## config.mk

```make
export PLATFORM = sky130hd
export DESIGN_NAME = multi_rate_periodic_timer_bank_unit
export DESIGN_NICKNAME = d
export VERILOG_FILES = /design/src/hdl/mrptb_pkg.sv /design/src/hdl/multi_rate_periodic_timer_bank_unit.sv /design/src/hdl/mrptb_tier.sv
export SDC_FILE = /design/constraint.sdc
export NUM_CORES = 2
export LEC_CHECK = 0
export CAP_MARGIN = 20
export CELL_PAD_IN_SITES_DETAIL_PLACEMENT = 0
export CELL_PAD_IN_SITES_GLOBAL_PLACEMENT = 1
export CORE_MARGIN = 8
export CORE_UTILIZATION = 40
export DETAILED_ROUTE_END_ITERATION = 8
export DONT_BUFFER_PORTS = 1
export PLACE_DENSITY_LB_ADDON = 0.05
export REMOVE_ABC_BUFFERS = 1
export SLEW_MARGIN = 0
export SYNTH_ARGS = -nofsm -noshare
export SYNTH_HDL_FRONTEND = slang
export SYNTH_SLANG_ARGS = --single-unit
export TNS_END_PERCENT = 30
```

## constraint.sdc

```tcl
create_clock -name clk -period 3.74 [get_ports clk]
set_clock_uncertainty 0.2 [all_clocks]
set_input_delay 0.187 -clock clk [delete_from_list [all_inputs] [get_ports clk]]
set_output_delay 0.187 -clock clk [all_outputs]
set_load 0.05 [all_outputs]
```

## src/hdl/mrptb_pkg.sv

```systemverilog
// Package with the types, constants and helper functions of the timer bank.
package mrptb_pkg;

  localparam int TIER_STRIDE  = 8;
  localparam int FAST_SLOTS   = 8;
  localparam int MID_SLOTS    = 8;
  localparam int SLOW_SLOTS   = 8;
  localparam int PRESCALE_DIV = 10;

  localparam int SLOT_W   = $clog2(TIER_STRIDE);
  localparam int PERIOD_W = 16;
  localparam int COUNT_W  = 17;
  localparam int PRE_W    = 4;

  localparam logic [1:0] REQ_TICK  = 2'd0;
  localparam logic [1:0] REQ_REG   = 2'd1;
  localparam logic [1:0] REQ_UNREG = 2'd2;

  localparam logic [1:0] TIER_FAST = 2'd0;
  localparam logic [1:0] TIER_MID  = 2'd1;
  localparam logic [1:0] TIER_SLOW = 2'd2;

  localparam logic STATUS_OK   = 1'b0;
  localparam logic STATUS_FULL = 1'b1;

  localparam logic [PRE_W-1:0] PRESCALE_LAST = PRE_W'(PRESCALE_DIV - 1);

  typedef struct packed {
    logic [1:0]          req_type;
    logic [1:0]          tier;
    logic [PERIOD_W-1:0] period;
    logic [2:0]          slot;
  } in_t;

  typedef struct packed {
    logic       status;
    logic [2:0] slot_given;
    logic [7:0] fired_fast;
    logic [7:0] fired_mid;
    logic [7:0] fired_slow;
  } out_t;

  // Commands from the top level to one tier.
  typedef struct packed {
    logic                advance;
    logic                claim;
    logic                release_en;
    logic [SLOT_W-1:0]   release_slot;
    logic [PERIOD_W-1:0] period;
  } tier_ctl_t;

  // Status from one tier back to the top level.
  typedef struct packed {
    logic [TIER_STRIDE-1:0] fired;
    logic                   has_free;
    logic [SLOT_W-1:0]      free_slot;
  } tier_stat_t;

  // Mask of the slots that exist in a tier of n slots.
  function automatic logic [TIER_STRIDE-1:0] slot_mask(input int n);
    logic [TIER_STRIDE-1:0] m;
    m = '0;
    for (int i = 0; i < TIER_STRIDE; i++) begin
      m[i] = (i < n);
    end
    return m;
  endfunction

endpackage

```

## src/hdl/multi_rate_periodic_timer_bank_unit.sv

```systemverilog
// Top level of the three-tier periodic timer bank with cascaded prescalers.
// An accepted transaction is registered in in_r, then its result in out_r and
// on out_valid. Throughput: one transaction per cycle; busy stays low.
// The result strobe lasts one cycle and the receiver cannot stall it.
// Reset (synchronous, rst_n low) clears both prescalers and frees every slot;
// periods and counts are loaded when a slot is claimed.
module multi_rate_periodic_timer_bank_unit (
  input  logic            clk,
  input  logic            rst_n,
  input  logic            start,
  output logic            busy,
  input  mrptb_pkg::in_t  in_data,
  output logic            out_valid,
  output mrptb_pkg::out_t out_data
);
  import mrptb_pkg::*;

  logic            in_valid_r;
  in_t             in_r;
  logic            out_valid_r;
  out_t            out_r;
  out_t            out_nxt;
  logic [PRE_W-1:0] first_prescale_r, first_prescale_nxt;
  logic [PRE_W-1:0] second_prescale_r, second_prescale_nxt;

  logic       is_tick, is_reg, is_unreg;
  logic       mid_adv, slow_adv;
  tier_ctl_t  ctl  [3];
  tier_stat_t stat [3];
  logic       sel_free;
  logic [SLOT_W-1:0] sel_slot;

  assign busy = 1'b0;

  always_ff @(posedge clk) begin
    if (!rst_n) begin
      in_valid_r <= 1'b0;
    end else begin
      in_valid_r <= start && !busy;
    end
  end

  always_ff @(posedge clk) begin
    if (start && !busy) begin
      in_r <= in_data;
    end
  end

  assign is_tick  = in_valid_r && (in_r.req_type == REQ_TICK);
  assign is_reg   = in_valid_r && (in_r.req_type == REQ_REG);
  assign is_unreg = in_valid_r && (in_r.req_type == REQ_UNREG);

  // Cascaded divide-by-ten prescalers.
  always_comb begin
    first_prescale_nxt  = first_prescale_r;
    second_prescale_nxt = second_prescale_r;
    mid_adv             = 1'b0;
    slow_adv            = 1'b0;
    if (is_tick) begin
      if (first_prescale_r >= PRESCALE_LAST) begin
        first_prescale_nxt = '0;
        mid_adv            = 1'b1;
        if (second_prescale_r >= PRESCALE_LAST) begin
          second_prescale_nxt = '0;
          slow_adv            = 1'b1;
        end else begin
          second_prescale_nxt = second_prescale_r + PRE_W'(1);
        end
      end else begin
        first_prescale_nxt = first_prescale_r + PRE_W'(1);
      end
    end
  end

  always_comb begin
    for (int t = 0; t < 3; t++) begin
      ctl[t].claim        = is_reg && (in_r.tier == 2'(t));
      ctl[t].release_en   = is_unreg && (in_r.tier == 2'(t));
      ctl[t].release_slot = in_r.slot;
      ctl[t].period       = in_r.period;
    end
    ctl[0].advance = is_tick;
    ctl[1].advance = mid_adv;
    ctl[2].advance = slow_adv;
  end

  mrptb_tier u_fast (
    .clk     (clk),
    .rst_n   (rst_n),
    .slot_en (slot_mask(FAST_SLOTS)),
    .ctl     (ctl[0]),
    .stat    (stat[0])
  );

  mrptb_tier u_mid (
    .clk     (clk),
    .rst_n   (rst_n),
    .slot_en (slot_mask(MID_SLOTS)),
    .ctl     (ctl[1]),
    .stat    (stat[1])
  );

  mrptb_tier u_slow (
    .clk     (clk),
    .rst_n   (rst_n),
    .slot_en (slot_mask(SLOW_SLOTS)),
    .ctl     (ctl[2]),
    .stat    (stat[2])
  );

  always_comb begin
    case (in_r.tier)
      TIER_FAST: begin
        sel_free = stat[0].has_free;
        sel_slot = stat[0].free_slot;
      end
      TIER_MID: begin
        sel_free = stat[1].has_free;
        sel_slot = stat[1].free_slot;
      end
      TIER_SLOW: begin
        sel_free = stat[2].has_free;
        sel_slot = stat[2].free_slot;
      end
      default: begin
        sel_free = 1'b0;
        sel_slot = '0;
      end
    endcase
  end

  always_comb begin
    out_nxt            = '0;
    out_nxt.fired_fast = stat[0].fired;
    out_nxt.fired_mid  = stat[1].fired;
    out_nxt.fired_slow = stat[2].fired;
    if (is_reg) begin
      if (sel_free) begin
        out_nxt.status     = STATUS_OK;
        out_nxt.slot_given = sel_slot;
      end else begin
        out_nxt.status = STATUS_FULL;
      end
    end
  end

  always_ff @(posedge clk) begin
    if (!rst_n) begin
      out_valid_r       <= 1'b0;
      first_prescale_r  <= '0;
      second_prescale_r <= '0;
    end else begin
      out_valid_r       <= in_valid_r;
      first_prescale_r  <= first_prescale_nxt;
      second_prescale_r <= second_prescale_nxt;
    end
  end

  always_ff @(posedge clk) begin
    out_r <= out_nxt;
  end

  assign out_valid = out_valid_r;
  assign out_data  = out_r;

  // Every accepted transaction produces exactly one result on out_valid.
  a_result_follows: assert property (@(posedge clk) disable iff (!rst_n)
    (start && !busy) |-> ##2 out_valid)
    else $error("accepted transaction produced no result");

  // Fired masks can only appear on the result of a tick.
  a_fired_on_tick: assert property (@(posedge clk) disable iff (!rst_n)
    (out_valid && ((out_data.fired_fast != '0) || (out_data.fired_mid != '0) ||
                   (out_data.fired_slow != '0)))
      |-> ($past(in_r.req_type) == REQ_TICK))
    else $error("fired mask on a non-tick result");

  // The slow tier only advances together with the mid tier.
  a_slow_needs_mid: assert property (@(posedge clk) disable iff (!rst_n)
    slow_adv |-> mid_adv)
    else $error("slow tier advanced without mid tier");

  // A mid advance wraps the first prescaler.
  a_prescale_wrap: assert property (@(posedge clk) disable iff (!rst_n)
    mid_adv |=> (first_prescale_r == '0))
    else $error("first prescaler did not wrap");

  // A full status never carries a slot number.
  a_full_no_slot: assert property (@(posedge clk) disable iff (!rst_n)
    (out_valid && (out_data.status == STATUS_FULL)) |-> (out_data.slot_given == '0))
    else $error("full status with a slot number");

endmodule

```

## src/hdl/mrptb_tier.sv

```systemverilog
// One tier of timer slots: activity flags, periods, counters and free-slot search.
module mrptb_tier (
  input  logic                                clk,
  input  logic                                rst_n,
  input  logic [mrptb_pkg::TIER_STRIDE-1:0]   slot_en,
  input  mrptb_pkg::tier_ctl_t                ctl,
  output mrptb_pkg::tier_stat_t               stat
);
  import mrptb_pkg::*;

  logic [TIER_STRIDE-1:0] slot_active_r;
  logic [PERIOD_W-1:0]    slot_period_r [TIER_STRIDE];
  logic [COUNT_W-1:0]     slot_count_r  [TIER_STRIDE];

  logic [TIER_STRIDE-1:0] expired;
  logic                   found;
  logic [SLOT_W-1:0]      free_idx;

  always_comb begin
    for (int s = 0; s < TIER_STRIDE; s++) begin
      expired[s] = slot_en[s] && slot_active_r[s] &&
                   (slot_count_r[s] > {1'b0, slot_period_r[s]});
    end
  end

  // Priority encoder for the lowest free slot.
  always_comb begin
    found    = 1'b0;
    free_idx = '0;
    for (int s = 0; s < TIER_STRIDE; s++) begin
      if (!found && slot_en[s] && !slot_active_r[s]) begin
        found    = 1'b1;
        free_idx = SLOT_W'(s);
      end
    end
  end

  assign stat.fired     = ctl.advance ? expired : '0;
  assign stat.has_free  = found;
  assign stat.free_slot = free_idx;

  always_ff @(posedge clk) begin
    if (!rst_n) begin
      slot_active_r <= '0;
    end else begin
      if (ctl.claim && found) begin
        slot_active_r[free_idx] <= 1'b1;
      end
      if (ctl.release_en && slot_en[ctl.release_slot]) begin
        slot_active_r[ctl.release_slot] <= 1'b0;
      end
    end
  end

  always_ff @(posedge clk) begin
    for (int s = 0; s < TIER_STRIDE; s++) begin
      if (ctl.claim && found && (free_idx == SLOT_W'(s))) begin
        slot_period_r[s] <= ctl.period;
        slot_count_r[s]  <= '0;
      end else if (ctl.advance && slot_en[s] && slot_active_r[s]) begin
        if (expired[s]) begin
          slot_count_r[s] <= '0;
        end else begin
          slot_count_r[s] <= slot_count_r[s] + COUNT_W'(1);
        end
      end
    end
  end

endmodule
```

==> impl_metrics.py <==
metrics = {
    "timing": {
        "final_hold_viol_count": 0,
        "fmaxAchievable_mhz": 335.3,
        "worst_slew_pin_slew_ns": 0.9833,
        "final.min_clock_period_ns": 2.982,
        "fin_tns_setup_ns": 0,
        "slew_headroom_pct": 34.24,
        "setup_ws_ns": 0.7577,
        "setup_violations": 0,
        "min_period_over_period_pct": 79.74,
        "rsz0062_at_grt": "no",
        "drv_slew": 0,
    },
    "worst_setup_path": {
        "cp_top_family": "simple AND/OR/NAND/NOR gates",
        "critPathRequiredTime_ns": 3.89,
        "endpoint_kind": "register",
        "r2r_cells": 8,
        "crit_path_end": "u_slow.slot_count_r[0][58]",
        "crit_cells": 8,
        "r2r_slack_ns": 0.76,
        "start_kind": "register",
        "max_stage_delay_ns": 0.69,
        "slowest_stage": "nor4_4",
        "crit_path_max_fanout": 18,
        "cpMostUsedCell": "buf_4",
        "worstPathArrival_ns": 3.13,
        "startpoint": "first_prescale_r[0]",
        "reg2reg_from": "first_prescale_r[0]",
        "path_buf_inv": 3,
        "crit_chain": "inv_1 > ha_1 > nor3b_1 > nor4_4 > buf_4 > nand2_2 > o21ai_1 > buf_4",
        "reg2reg_to": "u_slow.slot_count_r[0][58]",
        "critPathKind": "reg -> reg",
    },
    "global_routing": {
        "grt_usage_pct": 18.28,
        "grt_pass1_wl_um": 182200,
        "grt_start_max_net_pins": 33,
        "grt_antenna_before_repair": 20,
        "overflow": 0,
        "first_global_vias": 30490,
    },
    "finish": {
        "nets": 4615,
        "final_cells": 5792,
        "final_core_util_pct": 45.59,
        "drive_above_1_share_pct": 7.483,
        "area_growth_pct": 13.56,
        "fin_area_um2": 52690,
        "fillCellCount": 10770,
    },
    "clock_tree": {
        "cts_buffers": 104,
        "cts_max_path_buffers": 3,
        "htreeDepth": 3,
        "clk_pin_slew_ns": 0.05,
        "insertion_delay_ns": 0.68,
        "ctsResizeCount": 0,
        "cts_sinks": 877,
        "root_buffer": "clkbuf_16",
        "cts_tree": "yes",
    },
    "logic_synthesis": {
        "synth_top_cell_area_share_pct": 52.74,
        "synth.avg_cell_area_um2": 11.62,
        "syn_area_um2": 46400,
        "synth_commonest_cells": "edfxtp_1, inv_1, ha_1",
        "netlist_instances": 3993,
        "synth_most_common_cell": "edfxtp_1",
        "ys_types": 70,
        "synthFlopType": "edfxtp_1",
        "synth_top_cells_by_area": "edfxtp_1, ha_1, xor2_1",
        "async_reset_ff_share_pct": 0,
        "yosys_warnings": 0,
        "synth_edf_count": 815,
        "yosysSeqAreaShare_pct": 55.42,
        "synth-seq-cells": 877,
        "yosysTopAreaCell": "edfxtp_1",
    },
    "placement": {
        "dpl_cell_area_um2": 48800,
        "dp.cells": 5541,
        "gp_congestion": 0.7683,
        "place_ws_ns": 0.7215,
        "hpwlAfterDp_um": 74850,
        "portBuffers": 0,
    },
    "floorplan": {
        "core_um2": 115600,
        "pin_count": 56,
        "die_w_um": 356.6,
        "die_area_um2": 127200,
        "die_y_um": 356.6,
        "rows": 125,
        "start_util_pct": 40.15,
    },
    "route": {
        "drc": 0,
        "routed_wl_um": 116600,
        "drt_iter0_drc": 2036,
        "dr.pass1.iters": 5,
        "final_antenna_net_count": 0,
        "vias_per_cell": 5.270,
        "num_vias": 30520,
        "wl_per_cell_um": 20.14,
    },
    "hold_path": {
        "min_path_type": "in -> reg",
    },
    "pwr": {
        "ir_drop_mv": 0.4325,
        "power.density_nw_per_um2": 401.9,
        "p_leak_uw": 0.01978,
    },
    "job": {
        "drv_cap": 0,
    },
    "run_status": {
        "status": "completed",
    },
}
## report_power, final
group	internal [µW]	leakage (µW)	switching, µW	total, µW
combinational	89.4	0.0106	335	424
sequential	10700	0.00751	40.7	10800
clock	5880	0.00164	4130	10000
total	16700	0.0198	4500	21200
## flip-flops by register name (all words and copies together), names as in the netlist
register / count
u_slow.slot_active_r: 8
u_mid.slot_count_r: 136
u_slow.slot_period_r: 128
ctl: 19
u_mid.slot_active_r: 8
out_valid: 1
u_slow.slot_count_r: 136
u_fast.slot_period_r: 128
first_prescale_r: 4
u_fast.slot_active_r: 8
u_mid.slot_period_r: 128
in_valid_r: 1
in_r: 4
u_fast.slot_count_r: 136
second_prescale_r: 4
out_data: 28
## worst reg2reg max path, cell delays in order (launching register included)
cell,delay [ns]
dfxtp_1,0.42
inv_1,0.07
ha_1,0.19
nor3b_1,0.17
nor4_4,0.69
buf_4,0.27
nand2_2,0.23
o21ai_1,0.16
buf_4,0.27
## stage by stage
stage / hold WS, ns / total power, µW
finish: 0.2743 / 21180
floorplan: 0.08587 / 11040
CTS: 0.2262 / 21500
detailed placement: 0.08593 / 11340
global route: 0.2373 / 21860
global placement: 0.08594 / 11340
## final cells by class
cell class	count	area, µm²	area share [%]
sequential	877	25710	48.80
multi-input combinational	2576	18640	35.38
clock buffer	140	2892	5.488
tap	1524	1907	3.619
inverter	452	1697	3.220
timing repair buffer	164	1379	2.617
clock inverter	54	445.4	0.8454
antenna	5	12.51	0.02375
## kinds of logic (layout without fill, tap and decap cells)
family / count (synthesis) / in the layout / synth area share, %
AOI/OAI and AO/OA: 535 / 535 / 7.815
xor gates and xnor gates: 362 / 362 / 6.833
adders and majority gates: 414 / 414 / 11.16
buffers and inverters: 540 / 810 / 4.492
DFF: 877 / 877 / 55.42
muxes: 4 / 4 / 0.08899
other: 1 / 6 / 0.008082
and+or+nand+nor: 1260 / 1260 / 14.18
## timing repair
action | in CTS | in global routing
buffers inserted | 0 | 0
hold buffers | 51 | 0
hold endpoints to repair | 80 | 0
## layout by cell type (no fill, tap or decap), types with 9 or more instances in the layout
cell           netlist  layout
a2111oi_0           19      19
a211oi_1           167     165
a211oi_2             8      10
a21o_1              43      43
a21oi_1            134     134
and2_1              13      13
and3_1              65      65
and4_1              32      32
buf_4                2     113
clkbuf_1            41      24
clkbuf_16            0     107
clkbuf_8             0       9
clkinv_1             0      19
clkinv_2             0      21
dfxtp_1             62      62
dlygate4sd3_1        0      49
edfxtp_1           815     815
ha_1               414     414
inv_1              452     452
nand2_1            215     215
nand3_1            168     168
nand4_1            123     123
nand4b_1            23      23
nor2_1             162     161
nor2b_1             34      34
nor3_1             322     319
nor3b_1             23      23
nor4_1              29      29
o21ai_0             98      74
o21ai_1              4      24
o221a_2             18      18
or3_1                9       9
xnor2_1            158     158
xor2_1             204     204
## worst min-delay path by stage
stage / start / end / slack, ns / cells after the start
final: start / ctl[12] / 0.27 / 2
after detailed placement: in_data[13] / ctl[10] / 0.09 / 0
after CTS: start / ctl[16] / 0.23 / 2
after global placement: in_data[4] / ctl[1] / 0.09 / 0
after global routing: start / ctl[16] / 0.24 / 2
after floorplan: in_data[3] / ctl[0] / 0.09 / 0
## per-layer routing
metal  share of wire [%]  GRT usage [%]  routed length, µm  vias to the layer above
met1                  48          25.97              56050                    14710
met4                 2.2          4.545               2587                        2
met3                 4.8          3.023               5636                      138
li1                    -              -                  -                    15160
met2                  45          29.09              52340                      513
met5               0.010              0                 12                        -
No activity file was read; power rests on OpenSTA's default activity.
